[config.mk]
export PLATFORM = sky130hd
export DESIGN_NAME = breakpoint_envelope_generator
export DESIGN_NICKNAME = d
export VERILOG_FILES = /design/src/rtl/core/bpe_pkg.sv /design/src/rtl/core/breakpoint_envelope_generator.sv /design/src/rtl/core/bpe_ctrl.sv /design/src/rtl/core/bpe_datapath.sv
export SDC_FILE = /design/constraint.sdc
export NUM_CORES = 2
export LEC_CHECK = 0
export ABC_CLOCK_PERIOD_IN_PS = 5800
export BUFFER_PORTS_ARGS = -buffer_cell sky130_fd_sc_hd__buf_2
export CAP_MARGIN = 20
export CORE_UTILIZATION = 50
export DETAILED_ROUTE_END_ITERATION = 16
export GPL_TIMING_DRIVEN = 1
export PLACE_DENSITY = 0.69
export SLEW_MARGIN = 5
export SYNTH_ARGS = -nofsm -noshare
export SYNTH_HDL_FRONTEND = slang
export SYNTH_SLANG_ARGS = --single-unit
[constraint.sdc]
create_clock -name clock -period 5.8 [get_ports clock]
set_input_delay 0.58 -clock clock [delete_from_list [all_inputs] [get_ports clock]]
set_output_delay 0.58 -clock clock [all_outputs]
set_load 0.05 [all_outputs]
[src/rtl/core/bpe_pkg.sv]
`timescale 1ns / 1ps
`default_nettype none
package bpe_pkg;

   localparam int MAX_POINTS   = 16;
   localparam int TIME_BITS    = 32;
   localparam int LEVEL_BITS   = 16;
   localparam int IDX_BITS     = 4;
   localparam int CNT_BITS     = 5;
   localparam int FRAC_SHIFT   = 16;
   localparam int SLOPE_FRAC   = 32;
   localparam int SLOPE_BITS   = 48;
   localparam int MPLIER_BITS  = TIME_BITS + 1;
   localparam int PROD_BITS    = SLOPE_BITS + MPLIER_BITS;
   localparam int DVD_BITS     = LEVEL_BITS + SLOPE_FRAC;
   localparam int DSR_BITS     = TIME_BITS + 1;
   localparam int STEP_BITS    = 6;
   localparam int RES_BITS     = TIME_BITS + 3;

   localparam logic [1:0] ACT_WRITE  = 2'd0;
   localparam logic [1:0] ACT_START  = 2'd1;
   localparam logic [1:0] ACT_SAMPLE = 2'd2;

   localparam logic [1:0] KIND_FRAC = 2'd0;
   localparam logic [1:0] KIND_REL  = 2'd2;

   typedef struct packed {
      logic                  hold;
      logic [1:0]            kind;
      logic [LEVEL_BITS-1:0] level;
      logic [TIME_BITS-1:0]  time_v;
   } entry_type;

   typedef enum logic [4:0] {
      S_IDLE, S_ST_RD,
      S_W_CHK, S_W_MUL, S_W_WAIT, S_W_ABS, S_W_CMP,
      S_H_RD, S_H_CHK,
      S_P_BASE, S_P_WAIT, S_P_ABS, S_P_PREV,
      S_N_MUL, S_N_WAIT, S_N_ABS,
      S_M_DIV, S_L_DIV, S_D_WAIT, S_SLOPE,
      S_O_RD, S_O_CHK, S_O_WAIT, S_O_FIRE
   } state_type;

   typedef enum logic {RD_NEXT, RD_PREV} rd_sel_type;
   typedef enum logic [1:0] {PS_LAST, PS_PREV, PS_POS} prev_sel_type;
   typedef enum logic {DV_MID, DV_LAST} div_sel_type;
   typedef enum logic {MS_ABS, MS_OUT} mul_sel_type;

   typedef struct packed {
      logic         tbl_write;
      logic         init_start;
      logic         pos_load;
      logic         next_inc;
      logic         rd_en;
      rd_sel_type   rd_sel;
      logic         mul_start;
      mul_sel_type  mul_sel;
      logic         abs_load;
      prev_sel_type prev_sel;
      logic         prev_load;
      logic         base_load;
      logic         div_start;
      div_sel_type  div_sel;
      logic         slope_load;
      logic         last_pos;
      logic         out_fire;
      logic         out_ramp;
   } cmd_type;

   typedef struct packed {
      logic mul_busy;
      logic div_busy;
      logic next_lt;
      logic pos_ge_abs;
      logic ent_hold;
      logic slope_zero;
   } status_type;

endpackage
`default_nettype wire

[src/rtl/core/breakpoint_envelope_generator.sv]
// Piecewise-linear envelope. Write items load one breakpoint without raising busy; start and
// sample items hold busy until done. A start runs one serial multiply for the breakpoint time
// and one serial divide for the slope. A sample runs one serial multiply per breakpoint time
// checked, plus up to two serial multiplies and one serial divide per breakpoint passed, then
// forms the output (a serial multiply when the ramp is evaluated). The result strobe rsp_valid
// is high for one cycle and cannot be stalled; the receiver must take every beat.
`timescale 1ns / 1ps
`default_nettype none
module breakpoint_envelope_generator (
   input  wire logic                           clock,
   input  wire logic                           reset,
   input  wire logic                           start,
   output logic                                busy,
   input  wire logic [1:0]                     req_action,
   input  wire logic [bpe_pkg::IDX_BITS-1:0]   req_entry_index,
   input  wire logic [bpe_pkg::TIME_BITS-1:0]  req_entry_time,
   input  wire logic [bpe_pkg::LEVEL_BITS-1:0] req_entry_level,
   input  wire logic [1:0]                     req_entry_kind,
   input  wire logic                           req_entry_hold,
   input  wire logic [bpe_pkg::TIME_BITS-1:0]  req_sample_time,
   output logic                                rsp_valid,
   output logic [bpe_pkg::LEVEL_BITS-1:0]      rsp_envelope_level,
   output logic [bpe_pkg::CNT_BITS-1:0]        rsp_segment_index,
   input  wire logic                           psel,
   input  wire logic                           penable,
   input  wire logic                           pwrite,
   input  wire logic [2:0]                     paddr,
   input  wire logic [31:0]                    pwdata,
   output logic [31:0]                         prdata,
   output logic                                pready
);
   import bpe_pkg::*;

   localparam logic REG_COUNT    = 1'b0;
   localparam logic REG_DURATION = 1'b1;

   logic [CNT_BITS-1:0]  count_ff;
   logic [TIME_BITS-1:0] dur_ff;
   logic                 csr_wr;
   cmd_type              cmd;
   status_type           stat;

   assign pready = 1'b1;
   assign csr_wr = psel && penable && pwrite;

   always_ff @(posedge clock) begin
      if (reset) begin
         count_ff <= CNT_BITS'(1);
         dur_ff   <= TIME_BITS'(48000);
      end else if (csr_wr) begin
         case (paddr[2])
            REG_COUNT:    count_ff <= pwdata[CNT_BITS-1:0];
            REG_DURATION: dur_ff   <= pwdata[TIME_BITS-1:0];
            default:      count_ff <= count_ff;
         endcase
      end
   end

   always_comb begin
      case (paddr[2])
         REG_COUNT:    prdata = 32'(count_ff);
         REG_DURATION: prdata = 32'(dur_ff);
         default:      prdata = '0;
      endcase
   end

   bpe_ctrl u_ctrl (
      .clock      (clock),
      .reset      (reset),
      .start      (start),
      .req_action (req_action),
      .stat       (stat),
      .cmd        (cmd),
      .busy       (busy)
   );

   bpe_datapath u_datapath (
      .clock              (clock),
      .reset              (reset),
      .cmd                (cmd),
      .stat               (stat),
      .point_count        (count_ff),
      .duration           (dur_ff),
      .req_entry_index    (req_entry_index),
      .req_entry_time     (req_entry_time),
      .req_entry_level    (req_entry_level),
      .req_entry_kind     (req_entry_kind),
      .req_entry_hold     (req_entry_hold),
      .req_sample_time    (req_sample_time),
      .rsp_valid          (rsp_valid),
      .rsp_envelope_level (rsp_envelope_level),
      .rsp_segment_index  (rsp_segment_index)
   );

endmodule
`default_nettype wire

[src/rtl/core/bpe_ctrl.sv]
`timescale 1ns / 1ps
`default_nettype none
module bpe_ctrl (
   input  wire logic               clock,
   input  wire logic               reset,
   input  wire logic               start,
   input  wire logic [1:0]         req_action,
   input  wire bpe_pkg::status_type stat,
   output bpe_pkg::cmd_type        cmd,
   output logic                    busy
);
   import bpe_pkg::*;

   state_type state_ff, state_in;
   logic      seg_ff, seg_in;

   always_ff @(posedge clock) begin
      if (reset) begin
         state_ff <= S_IDLE;
         seg_ff   <= 1'b0;
      end else begin
         state_ff <= state_in;
         seg_ff   <= seg_in;
      end
   end

   assign busy = (state_ff != S_IDLE);

   always_comb begin
      state_in = state_ff;
      seg_in   = seg_ff;
      case (state_ff)
         S_IDLE: begin
            if (start) begin
               case (req_action)
                  ACT_START: begin
                     state_in = S_ST_RD;
                     seg_in   = 1'b0;
                  end
                  ACT_SAMPLE: begin
                     state_in = S_W_CHK;
                     seg_in   = 1'b1;
                  end
                  default: state_in = S_IDLE;
               endcase
            end
         end
         S_ST_RD:  state_in = S_N_MUL;
         S_W_CHK:  state_in = stat.next_lt ? S_W_MUL : S_O_RD;
         S_W_MUL:  state_in = S_W_WAIT;
         S_W_WAIT: if (!stat.mul_busy) state_in = S_W_ABS;
         S_W_ABS:  state_in = S_W_CMP;
         S_W_CMP:  state_in = stat.pos_ge_abs ? S_H_RD : S_O_RD;
         S_H_RD:   state_in = S_H_CHK;
         S_H_CHK:  state_in = (stat.next_lt && stat.ent_hold) ? S_W_CHK : S_P_BASE;
         S_P_BASE: state_in = S_P_WAIT;
         S_P_WAIT: if (!stat.mul_busy) state_in = S_P_ABS;
         S_P_ABS:  state_in = stat.next_lt ? S_P_PREV : S_L_DIV;
         S_P_PREV: state_in = S_N_MUL;
         S_N_MUL:  state_in = S_N_WAIT;
         S_N_WAIT: if (!stat.mul_busy) state_in = S_N_ABS;
         S_N_ABS:  state_in = S_M_DIV;
         S_M_DIV:  state_in = S_D_WAIT;
         S_L_DIV:  state_in = S_D_WAIT;
         S_D_WAIT: if (!stat.div_busy) state_in = S_SLOPE;
         S_SLOPE:  state_in = seg_ff ? S_W_CHK : S_IDLE;
         S_O_RD:   state_in = S_O_CHK;
         S_O_CHK: begin
            if ((stat.next_lt && stat.ent_hold) || stat.slope_zero) state_in = S_IDLE;
            else state_in = S_O_WAIT;
         end
         S_O_WAIT: if (!stat.mul_busy) state_in = S_O_FIRE;
         S_O_FIRE: state_in = S_IDLE;
         default:  state_in = S_IDLE;
      endcase
   end

   always_comb begin
      cmd = '0;
      case (state_ff)
         S_IDLE: begin
            if (start) begin
               case (req_action)
                  ACT_WRITE:  cmd.tbl_write  = 1'b1;
                  ACT_START:  cmd.init_start = 1'b1;
                  ACT_SAMPLE: cmd.pos_load   = 1'b1;
                  default:    cmd.tbl_write  = 1'b0;
               endcase
            end
         end
         S_ST_RD, S_W_CHK, S_H_RD, S_O_RD: begin
            cmd.rd_en  = 1'b1;
            cmd.rd_sel = RD_NEXT;
         end
         S_W_MUL, S_N_MUL: begin
            cmd.mul_start = 1'b1;
            cmd.mul_sel   = MS_ABS;
         end
         S_W_ABS: begin
            cmd.abs_load = 1'b1;
            cmd.prev_sel = PS_LAST;
         end
         S_W_CMP: cmd.next_inc = stat.pos_ge_abs;
         S_H_CHK: begin
            if (stat.next_lt && stat.ent_hold) begin
               cmd.last_pos = 1'b1;
            end else begin
               cmd.rd_en  = 1'b1;
               cmd.rd_sel = RD_PREV;
            end
         end
         S_P_BASE: begin
            cmd.base_load = 1'b1;
            cmd.mul_start = 1'b1;
            cmd.mul_sel   = MS_ABS;
         end
         S_P_ABS: begin
            cmd.abs_load = 1'b1;
            cmd.prev_sel = stat.next_lt ? PS_LAST : PS_POS;
         end
         S_P_PREV: begin
            cmd.prev_load = 1'b1;
            cmd.rd_en     = 1'b1;
            cmd.rd_sel    = RD_NEXT;
         end
         S_N_ABS: begin
            cmd.abs_load = 1'b1;
            cmd.prev_sel = PS_PREV;
         end
         S_M_DIV: begin
            cmd.div_start = 1'b1;
            cmd.div_sel   = DV_MID;
         end
         S_L_DIV: begin
            cmd.div_start = 1'b1;
            cmd.div_sel   = DV_LAST;
         end
         S_SLOPE: begin
            cmd.slope_load = 1'b1;
            cmd.last_pos   = seg_ff;
         end
         S_O_CHK: begin
            if ((stat.next_lt && stat.ent_hold) || stat.slope_zero) begin
               cmd.out_fire = 1'b1;
            end else begin
               cmd.mul_start = 1'b1;
               cmd.mul_sel   = MS_OUT;
            end
         end
         S_O_FIRE: begin
            cmd.out_fire = 1'b1;
            cmd.out_ramp = 1'b1;
         end
         default: cmd = '0;
      endcase
   end

endmodule
`default_nettype wire

[src/rtl/core/bpe_datapath.sv]
`timescale 1ns / 1ps
`default_nettype none
module bpe_datapath (
   input  wire logic                               clock,
   input  wire logic                               reset,
   input  wire bpe_pkg::cmd_type                   cmd,
   output bpe_pkg::status_type                     stat,
   input  wire logic [bpe_pkg::CNT_BITS-1:0]       point_count,
   input  wire logic [bpe_pkg::TIME_BITS-1:0]      duration,
   input  wire logic [bpe_pkg::IDX_BITS-1:0]       req_entry_index,
   input  wire logic [bpe_pkg::TIME_BITS-1:0]      req_entry_time,
   input  wire logic [bpe_pkg::LEVEL_BITS-1:0]     req_entry_level,
   input  wire logic [1:0]                         req_entry_kind,
   input  wire logic                               req_entry_hold,
   input  wire logic [bpe_pkg::TIME_BITS-1:0]      req_sample_time,
   output logic                                    rsp_valid,
   output logic [bpe_pkg::LEVEL_BITS-1:0]          rsp_envelope_level,
   output logic [bpe_pkg::CNT_BITS-1:0]            rsp_segment_index
);
   import bpe_pkg::*;

   entry_type tbl_mem [MAX_POINTS];
   entry_type ent_ff;
   logic [IDX_BITS-1:0] rd_addr;

   logic [CNT_BITS-1:0]         next_ff, next_in, used_cnt;
   logic [TIME_BITS-1:0]        last_ff, last_in, pos_ff, pos_in;
   logic [TIME_BITS-1:0]        abs_ff, abs_in, prev_ff, prev_in;
   logic [LEVEL_BITS-1:0]       base_ff, base_in;
   logic signed [SLOPE_BITS-1:0] slope_ff, slope_in;

   logic [PROD_BITS-1:0]   prod_ff, prod_in;
   logic [SLOPE_BITS-1:0]  mcand_ff, mcand_in;
   logic [STEP_BITS-1:0]   mcnt_ff, mcnt_in;
   logic                   mrun_ff, mrun_in, oneg_ff, oneg_in;
   logic [SLOPE_BITS:0]    madd;

   logic [DVD_BITS-1:0]    dvd_ff, dvd_in;
   logic [DSR_BITS-1:0]    rem_ff, rem_in, dsr_ff, dsr_in;
   logic [STEP_BITS-1:0]   dcnt_ff, dcnt_in;
   logic                   drun_ff, drun_in, dneg_ff, dneg_in, dzero_ff, dzero_in;
   logic [DSR_BITS:0]      dshift, dtrial;

   logic                   rsp_valid_ff;
   logic [LEVEL_BITS-1:0]  level_ff, level_in;
   logic [CNT_BITS-1:0]    seg_ff;

   logic [TIME_BITS-1:0]   prev_v, frac_v, abs_v;
   logic [TIME_BITS:0]     rsum;
   logic signed [LEVEL_BITS:0] diff;
   logic signed [TIME_BITS:0]  range, rel;
   logic [LEVEL_BITS-1:0]  dmag;
   logic [TIME_BITS:0]     rmag, relmag;
   logic [SLOPE_BITS-1:0]  smag, qsat;
   logic [TIME_BITS:0]     qout;
   logic signed [RES_BITS-1:0] res;
   logic [LEVEL_BITS-1:0]  ramp_lvl;

   always_ff @(posedge clock) begin
      if (cmd.tbl_write) begin
         tbl_mem[req_entry_index] <= '{hold: req_entry_hold, kind: req_entry_kind,
                                       level: req_entry_level, time_v: req_entry_time};
      end
   end

   assign rd_addr = (cmd.rd_sel == RD_PREV) ? IDX_BITS'(next_ff - 1'b1) : next_ff[IDX_BITS-1:0];

   always_ff @(posedge clock) begin
      if (cmd.rd_en) begin
         ent_ff <= tbl_mem[rd_addr];
      end
   end

   always_comb begin
      if (point_count == '0) used_cnt = CNT_BITS'(1);
      else if (point_count > CNT_BITS'(MAX_POINTS)) used_cnt = CNT_BITS'(MAX_POINTS);
      else used_cnt = point_count;
   end

   always_comb begin
      case (cmd.prev_sel)
         PS_LAST: prev_v = last_ff;
         PS_PREV: prev_v = prev_ff;
         PS_POS:  prev_v = pos_ff;
         default: prev_v = last_ff;
      endcase
      frac_v = (|prod_ff[2*TIME_BITS-1:TIME_BITS+FRAC_SHIFT]) ? '1
               : prod_ff[TIME_BITS+FRAC_SHIFT-1:FRAC_SHIFT];
      rsum = {1'b0, prev_v} + {1'b0, ent_ff.time_v};
      case (ent_ff.kind)
         KIND_FRAC: abs_v = frac_v;
         KIND_REL:  abs_v = rsum[TIME_BITS] ? '1 : rsum[TIME_BITS-1:0];
         default:   abs_v = ent_ff.time_v;
      endcase
   end

   always_comb begin
      if (cmd.div_sel == DV_MID) begin
         diff  = $signed({1'b0, ent_ff.level}) - $signed({1'b0, base_ff});
         range = $signed({1'b0, abs_ff}) - $signed({1'b0, prev_ff});
      end else begin
         diff  = -$signed({1'b0, base_ff});
         range = $signed({1'b0, duration}) - $signed({1'b0, abs_ff});
      end
      dmag = diff[LEVEL_BITS] ? LEVEL_BITS'(-diff) : diff[LEVEL_BITS-1:0];
      rmag = range[TIME_BITS] ? (TIME_BITS+1)'(-range) : range;
      dshift = {rem_ff, dvd_ff[DVD_BITS-1]};
      dtrial = dshift - {1'b0, dsr_ff};
   end

   always_comb begin
      rel    = $signed({1'b0, pos_ff}) - $signed({1'b0, last_ff});
      relmag = rel[TIME_BITS] ? (TIME_BITS+1)'(-rel) : rel;
      smag   = slope_ff[SLOPE_BITS-1] ? SLOPE_BITS'(-slope_ff) : slope_ff;
      madd   = {1'b0, prod_ff[PROD_BITS-1:MPLIER_BITS]} + (prod_ff[0] ? {1'b0, mcand_ff} : '0);
      qout   = (|prod_ff[PROD_BITS-1:TIME_BITS+SLOPE_FRAC])
               ? {1'b1, {TIME_BITS{1'b0}}}
               : {1'b0, prod_ff[TIME_BITS+SLOPE_FRAC-1:SLOPE_FRAC]};
      if (oneg_ff) res = $signed(RES_BITS'(base_ff)) - $signed(RES_BITS'(qout));
      else res = $signed(RES_BITS'(base_ff)) + $signed(RES_BITS'(qout));
      if (res[RES_BITS-1]) ramp_lvl = '0;
      else if (|res[RES_BITS-2:LEVEL_BITS]) ramp_lvl = '1;
      else ramp_lvl = res[LEVEL_BITS-1:0];
   end

   always_comb begin
      if (dneg_ff) begin
         if (dvd_ff[DVD_BITS-1] && |dvd_ff[DVD_BITS-2:0]) qsat = {1'b1, {(SLOPE_BITS-1){1'b0}}};
         else qsat = SLOPE_BITS'(-dvd_ff);
      end else begin
         qsat = dvd_ff[DVD_BITS-1] ? {1'b0, {(SLOPE_BITS-1){1'b1}}} : SLOPE_BITS'(dvd_ff);
      end
   end

   always_comb begin
      next_in  = next_ff;
      last_in  = last_ff;
      pos_in   = pos_ff;
      abs_in   = abs_ff;
      prev_in  = prev_ff;
      base_in  = base_ff;
      slope_in = slope_ff;
      level_in = level_ff;
      if (cmd.init_start) begin
         next_in = '0;
         last_in = '0;
         base_in = '0;
         prev_in = '0;
      end
      if (cmd.pos_load) begin
         pos_in = req_sample_time;
         if (next_ff > used_cnt) next_in = used_cnt;
      end
      if (cmd.next_inc) next_in = next_ff + 1'b1;
      if (cmd.abs_load) abs_in = abs_v;
      if (cmd.prev_load) prev_in = abs_ff;
      if (cmd.base_load) base_in = ent_ff.level;
      if (cmd.slope_load) slope_in = dzero_ff ? '0 : $signed(qsat);
      if (cmd.last_pos) last_in = pos_ff;
      if (cmd.out_fire) begin
         if (cmd.out_ramp) level_in = ramp_lvl;
         else level_in = (next_ff < used_cnt) ? ent_ff.level : '0;
      end
   end

   always_comb begin
      prod_in  = prod_ff;
      mcand_in = mcand_ff;
      mcnt_in  = mcnt_ff;
      mrun_in  = mrun_ff;
      oneg_in  = oneg_ff;
      if (cmd.mul_start) begin
         mrun_in = 1'b1;
         mcnt_in = STEP_BITS'(MPLIER_BITS);
         if (cmd.mul_sel == MS_ABS) begin
            mcand_in = SLOPE_BITS'(ent_ff.time_v);
            prod_in  = PROD_BITS'({1'b0, duration});
         end else begin
            mcand_in = smag;
            prod_in  = PROD_BITS'(relmag);
            oneg_in  = rel[TIME_BITS] ^ slope_ff[SLOPE_BITS-1];
         end
      end else if (mrun_ff) begin
         prod_in = {madd, prod_ff[MPLIER_BITS-1:1]};
         mcnt_in = mcnt_ff - 1'b1;
         mrun_in = (mcnt_ff != STEP_BITS'(1));
      end
   end

   always_comb begin
      dvd_in   = dvd_ff;
      rem_in   = rem_ff;
      dsr_in   = dsr_ff;
      dcnt_in  = dcnt_ff;
      drun_in  = drun_ff;
      dneg_in  = dneg_ff;
      dzero_in = dzero_ff;
      if (cmd.div_start) begin
         drun_in  = 1'b1;
         dcnt_in  = STEP_BITS'(DVD_BITS);
         dvd_in   = {dmag, {SLOPE_FRAC{1'b0}}};
         rem_in   = '0;
         dsr_in   = rmag;
         dneg_in  = diff[LEVEL_BITS] ^ range[TIME_BITS];
         dzero_in = (range == '0);
      end else if (drun_ff) begin
         if (!dtrial[DSR_BITS]) begin
            rem_in = dtrial[DSR_BITS-1:0];
            dvd_in = {dvd_ff[DVD_BITS-2:0], 1'b1};
         end else begin
            rem_in = dshift[DSR_BITS-1:0];
            dvd_in = {dvd_ff[DVD_BITS-2:0], 1'b0};
         end
         dcnt_in = dcnt_ff - 1'b1;
         drun_in = (dcnt_ff != STEP_BITS'(1));
      end
   end

   always_ff @(posedge clock) begin
      if (reset) begin
         next_ff      <= '0;
         last_ff      <= '0;
         base_ff      <= '0;
         slope_ff     <= '0;
         mrun_ff      <= 1'b0;
         drun_ff      <= 1'b0;
         rsp_valid_ff <= 1'b0;
      end else begin
         next_ff      <= next_in;
         last_ff      <= last_in;
         base_ff      <= base_in;
         slope_ff     <= slope_in;
         mrun_ff      <= mrun_in;
         drun_ff      <= drun_in;
         rsp_valid_ff <= cmd.out_fire;
      end
   end

   always_ff @(posedge clock) begin
      pos_ff   <= pos_in;
      abs_ff   <= abs_in;
      prev_ff  <= prev_in;
      prod_ff  <= prod_in;
      mcand_ff <= mcand_in;
      mcnt_ff  <= mcnt_in;
      oneg_ff  <= oneg_in;
      dvd_ff   <= dvd_in;
      rem_ff   <= rem_in;
      dsr_ff   <= dsr_in;
      dcnt_ff  <= dcnt_in;
      dneg_ff  <= dneg_in;
      dzero_ff <= dzero_in;
      level_ff <= level_in;
      if (cmd.out_fire) seg_ff <= next_ff;
   end

   assign stat.mul_busy   = mrun_ff;
   assign stat.div_busy   = drun_ff;
   assign stat.next_lt    = (next_ff < used_cnt);
   assign stat.pos_ge_abs = (pos_ff >= abs_ff);
   assign stat.ent_hold   = ent_ff.hold;
   assign stat.slope_zero = (slope_ff == '0);

   assign rsp_valid          = rsp_valid_ff;
   assign rsp_envelope_level = level_ff;
   assign rsp_segment_index  = seg_ff;

endmodule
`default_nettype wire
## Word-level counts from Yosys, hierarchy flattened

Memory sizes are Yosys's and may differ from the RTL's. A register that Yosys moved wholly into a read port is not among the register bits.
Index checks and enable logic that the tools add are counted.

| operators by class | value |
|---|---|
| add/sub/neg operators | 19 |
| $lt $le $gt $ge | 4 |
| equal/unequal tests | 36 |
| mux-type cells | 84 |
| bitwise operators | 3 |
| reduce and logical (&&, ||, !) cells | 32 |

Operator list:

| cell | number |
|---|---|
| $mux W48 | 6 |
| $mux W32 | 7 |
| $pmux W32 S2 | 3 |
| $mux W33 | 5 |
| $mux W81 | 2 |
| $mux W16 | 7 |
| $pmux W5 S21 | 1 |
| $sub A32 B32 Y33 | 3 |
| $neg A48 Y48 | 2 |
| $mux W47 | 2 |
| $mux W5 | 16 |
| $neg A33 Y33 | 2 |
| $add A48 B49 Y49 | 1 |
| $logic_not A48 Y1 | 1 |
| $reduce_or A47 Y1 | 1 |
| $eq A5 B4 Y1 const B | 8 |
| $eq A5 B5 Y1 const B | 8 |
| $mux W35 | 1 |
| $add A16 B33 Y34 | 1 |
| $sub A16 B33 Y34 | 1 |
| $sub A34 B33 Y34 | 1 |
| $add A32 B32 Y33 | 1 |
| $logic_not A33 Y1 | 1 |
| $ge A32 B32 Y1 | 1 |
| other kinds (41) | 96 |

| storage, ports and cells | value |
|---|---|
| register bits | 522 |
| memory bits (writable) | 816 |
| word-level logic and storage cells | 209 |
| memories kept | 1 |

Memories:

| name | words | bits a word | rd ports | clocked after memory_dff | wr ports | RTL line | source |
|---|---|---|---|---|---|---|---|
| u_datapath.tbl_mem | 16 | 51 | 1 | 1 | 1 | bpe_datapath.sv:22 | `entry_type tbl_mem [MAX_POINTS];` |

## Logic depth before layout (Yosys ltp)

| depth | value |
|---|---|
| depth after elaboration | 11 |
| gate-level depth with buffers | 31 |
| depth with buffers taken out | 28 |

## Hierarchy

A second synthesis with hierarchy kept.

| second synthesis, totals | value |
|---|---|
| cell total of the unflattened synthesis | 6,303 |
| area, all modules | 74,516.5 um2 |

By module, submodules not included:

| module | times used | cells an instance | area an instance (um2) |
|---|---|---|---|
| bpe_datapath | 1 | 5,974 | 71,721.3 |
| breakpoint_envelope_generator | 1 | 195 | 1,876.8 |
| bpe_ctrl | 1 | 134 | 918.4 |

## Worst setup path after synthesis

Ideal clock, no wire load.

| timing | value |
|---|---|
| kind | flip-flop to flip-flop |
| from | register u_ctrl.state_ff[1] |
| to | memory u_datapath.tbl_mem[0][0] (netlist name), enable pin |
| setup time | 0.523 ns |
| arrival time | 5.284 ns |
| data required time | 5.277 ns |
| setup slack | -0.007 ns |
| cell stages (with the launch flop) | 9 |
| buffers on the path | 2 |
| clock period less this slack | 5.807 ns |
| cells stage by stage | dfxtp_1 > or2_2 > clkbuf_1 > nor2_1 > and3_1 > clkbuf_1 > nand2_1 > or3_1 > nor3_1 |

| between the ends | value |
|---|---|
| longest elaborated chain between the ends | 4 |

RTL lines:

| item | RTL line | source |
|---|---|---|
| start, declared | bpe_ctrl.sv:14 | `state_type state_ff, state_in;` |
| start signal, assigned | bpe_ctrl.sv:22 | `state_ff <= state_in;` |
| $logic_not A5 Y1 | bpe_ctrl.sv:80 | `case (state_ff)` |
| $mux W3 | bpe_ctrl.sv:80 |  |
| $mux W1 | bpe_datapath.sv:60 | `if (cmd.tbl_write) begin` |
| $mux W1 (implied by the code) | bpe_datapath.sv:61 | `tbl_mem[req_entry_index] <= '{hold: req_entry_hold, kind: req_entry_kind,` |
| end, declared | bpe_datapath.sv:22 |  |

No other way between the ends.

## Final worst setup path

| timing | value |
|---|---|
| from | register count_ff[1] |
| to | register u_datapath.abs_ff[1] (data pin) |

| between the ends | value |
|---|---|
| longest elaborated chain between the ends | 11 |
| elaborated cells between the ends (all ways) | 13 |
| those cells by class | add/sub: 1; order compare: 2; eq/ne: 2; mux: 7; reduce/logical: 1 |

RTL lines:

| item | RTL line | source |
|---|---|---|
| start, declared | breakpoint_envelope_generator.sv:37 | `logic [CNT_BITS-1:0] count_ff;` |
| start signal, assigned | breakpoint_envelope_generator.sv:52 | `REG_COUNT: count_ff <= pwdata[CNT_BITS-1:0];` |
| start signal, assigned | breakpoint_envelope_generator.sv:54 | `default: count_ff <= count_ff;` |
| $gt A5 B5 Y1 | bpe_datapath.sv:76 | `else if (point_count > CNT_BITS'(MAX_POINTS)) used_cnt = CNT_BITS'(MAX_POINTS);` |
| $mux W5 | bpe_datapath.sv:76 |  |
| $mux W5 * | bpe_datapath.sv:75 | `if (point_count == '0) used_cnt = CNT_BITS'(1);` |
| $lt A5 B5 Y1 * | bpe_datapath.sv:259 | `assign stat.next_lt = (next_ff < used_cnt);` |
| $mux W2 * | bpe_ctrl.sv:119 | `cmd.prev_sel = stat.next_lt ? PS_LAST : PS_POS;` |
| $pmux W3 S3 * | bpe_ctrl.sv:80 |  |
| $eq A2 B2 Y1 / $eq A2 B1 Y1 (equally long branches) | bpe_datapath.sv:81 | `case (cmd.prev_sel)` |
| $pmux W32 S2 * | bpe_datapath.sv:81 |  |
| $add A32 B32 Y33 * | bpe_datapath.sv:89 | `rsum = {1'b0, prev_v} + {1'b0, ent_ff.time_v};` |
| $mux W32 * | bpe_datapath.sv:92 | `KIND_REL: abs_v = rsum[TIME_BITS] ? '1 : rsum[TIME_BITS-1:0];` |
| $pmux W32 S2 * | bpe_datapath.sv:90 | `case (ent_ff.kind)` |
| via u_datapath.abs_v[1] | bpe_datapath.sv:48 | `logic [TIME_BITS-1:0] prev_v, frac_v, abs_v;` |
| end signal, assigned | bpe_datapath.sv:241 | `abs_ff <= abs_in;` |
| end, declared | bpe_datapath.sv:28 | `logic [TIME_BITS-1:0] abs_ff, abs_in, prev_ff, prev_in;` |

The timed path passes the listed nets; every way through them passes the cells marked *.
A chain may end at the register's enable or synchronous reset.

==> impl_metrics.toml <==
[run_status]
status = "completed"

[clocking]
path_clk_slew_ns = 0.06
htree_levels = 4
cts_buffers = 148
cts_tree = "done"
cts_root_buffer = "clkbuf_16"
cts.path.max_buffers = 3
insertion_delay_ns = 0.81
clock-sinks = 1389

[synth]
synth_warnings = 0
synth_edf_count = 1165
synth-main-ff-cell = "edfxtp_1"
synth_compound_area_share_pct = 14.4
synth_cell_type_count = 106
synthAdderAreaFrac_pct = 5.51
synth.avg_cell_area_um2 = 10.1
synthSimpleGateAreaFrac_pct = 17.8
synth_mux_area_share_pct = 1.79
yosysSeqAreaShare_pct = 53.2
synthArstFlopShare_pct = 0
synthesis.nets = 7773
syn_inst = 7322
synth_xor_area_share_pct = 3.70
synth_top_family_by_area = "simple AND/OR/NAND/NOR gates"
netlist_area_um2 = 74200
ys_ff_latch = 1389

[timing]
hold_slack_ns = 0.0356
rsz0062_at_grt = "yes"
final-setup-viol-count = 0
min_period_over_period_pct = 100
fin_skew_ns = 0.0631
max_freq_mhz = 172
slew_viol_final = 0
layout_min_cycle_time_ns = 5.80
tightest_slew_ns = 1.12
hold_viol = 0
relSlewSlack_pct = 25.3

[worst_setup_path]
cp-end-kind = "flip-flop"
critPathSlowestCell = "a221o_2"
worst-endpoint-required_ns = 6.30
cp.arrival_ns = 6.30
cp_max_fo = 7
critPathLaunchType = "flip-flop"
path_class = "flip-flop to flip-flop"
critical_path.max_stage_delay_ns = 0.51

[grt]
grt_max_degree = 133
grt_pass1_vias = 54800
top_usage_layer = "met2"
grt_util_met1_pct = 40.1
met2_usage_pct = 46.2
grtUsageMet3_pct = 6.31
antenna_found_initial = 19
grt_pass1_wl_um = 339000
gr-usage-all-layers_pct = 29.6
grt.overflow.total = 0

[placed_design]
port-buffer-count = 182
routabilityCongestion = 0.969
dp_hpwl_um = 154000

[finish]
nets = 7977
final_common_cell = "nand2_1"
mostFrequentLayoutCells = "1244 x nand2_1, 1165 x edfxtp_1, 430 x nand3_1, 422 x a21oi_1, 390 x nor2_1"
final_core_util_pct = 57.3
area_growth_pct = 13.1
drive_gt1_share_pct = 10.4

[die]
fp-row-count = 140
dieArea_um2 = 150000
die_h_um = 387
fp.dieW_um = 387
ioPinCount = 186
core_um2 = 146000
initial_utilization_pct = 50.6

[route]
drcViolationCount = 0
vias = 58800
drt_iter0_markers = 6108
drtPass1Iterations = 8
ant_nets = 0
post_drt_wl_per_cell_um = 23.9
via_per_inst = 6.14
drt-total-wl_um = 229000

[power_and_ir_drop]
leakagePower_nw = 31.6
ir_worst_vdd_mv = 0.341
power_density_nw_per_um2 = 379

[job]
drv_cap = 0

[hold_path]
hold_path_class = "input port to flip-flop"
[registers in the layout, indices dropped and copies added (netlist names), 33 cells and up]
register	count
u_datapath.tbl_mem	816
u_datapath.rem_ff	33
u_datapath.dsr_ff	33
u_datapath.dvd_ff	48
u_datapath.prod_ff	81
u_datapath.mcand_ff	48
u_datapath.slope_ff	48
u_datapath.ent_ff	50
[synth_stat cells (all sizes together) (13+ instances only)]
cell     number  area [um^2]
a2111oi      15          151
a211oi       51          398
a21o        126          946
a21oi       428         2150
a221oi       40          357
a22oi        48          360
a31oi        70          438
a32oi        57          499
and2        109          682
and3         42          263
buf          58          282
clkbuf      334         1260
dfxtp       224         4480
edfxtp     1165        35000
ha          312         3900
inv         288         1080
mux2         13          146
mux2i       118         1180
nand2      1246         4680
nand2b       46          303
nand3       432         2160
nand3b       21          158
nand4       147          920
nor2        407         1550
nor2b        59          369
nor3        132          696
nor3b        16          130
nor4         40          272
o211ai       30          230
o21a         67          503
o21ai       395         1980
o21bai       35          263
o22ai        58          363
o311ai       29          254
o31a         16          140
o31ai        41          308
o41ai        25          249
or2          16          100
or3          59          379
or4          26          203
xnor2       161         1410
xor2        152         1330
[stage by stage]
stage	total power [mW]	instance area [um^2]	TNS, ns	std cells	setup slack (ns)
2_1_floorplan	19.0	74200	0	7322	0.129
3_3_place_gp	22.0	78200	-10.29	9246	-0.364
3_5_place_dp	22.1	78200	-11.41	9247	-0.398
4_1_cts	31.6	83400	0	9552	0.00449
5_1_grt	33.2	83800	-3.57	9568	-0.169
6_report	31.8	83900	0	9577	0.0000635
[power breakdown]
group          leakage [nW]  switching (mW)  internal (mW)
Clock                  2.35            4.10           5.34
Sequential             12.4            1.14           11.9
Combinational          16.9            5.85           3.51
Total                  31.6            11.1           20.7
[what timing repair did]
action	in CTS	in global routing
setup endpoints to repair	32	48
endpoints found under the hold margin	33	0
hold buffers	33	0
pin swaps	5	30
setup buffers	0	10
gates resized for setup	7	74
gates cloned	0	3
[final timing paths]
kind | start | endpoint | slack, ns | cells past startpoint
min | pwdata[1] | dur_ff[1] | 0.04 | 3
max | count_ff[1] | u_datapath.abs_ff[1] | 0.00006 | 28
min reg2reg | u_datapath.last_ff[4] | u_datapath.last_ff[4] | 0.47 | 2
max reg2reg | count_ff[1] | u_datapath.abs_ff[1] | 0.00006 | 28
[final cells by class]
type	instances	area (um^2)
fill	12400	62600
clock buffer	180	3900
clock inverter	92	957
tap	1917	2400
multi-input combinational	5252	32600
sequential	1389	39500
inverter	289	1090
timing repair buffer	446	3380
antenna	12	30.0
[critical path: cells and delay by family (launching register included)]
kind            cells  cell delay [ns]
simple gates        6             0.89
compound gates     14             2.66
buf+inv             5             0.64
flops               1             0.37
fa+ha+maj           3             0.89
[kinds of logic (layout without fill, tap and decap cells)]
| logic type | after synthesis | after routing |
|---|---|---|
| AND/OR/NAND/NOR | 2835 | 2835 |
| adder cells (fa/ha/maj) | 321 | 321 |
| other | 1 | 13 |
| XOR/XNOR | 313 | 313 |
| buffers and inverters | 681 | 1007 |
| AO/OA/AOI/OAI | 1651 | 1651 |
| multiplexers | 131 | 131 |
| flip-flops | 1389 | 1389 |
[per-layer routing]
layer | up-vias | part of all wire, %
met5 | - | 0.035
met4 | 14 | 4.2
met3 | 466 | 8.9
met2 | 2492 | 45
met1 | 28500 | 42
li1 | 27300 | -
No activity file was read; power rests on OpenSTA's default activity.
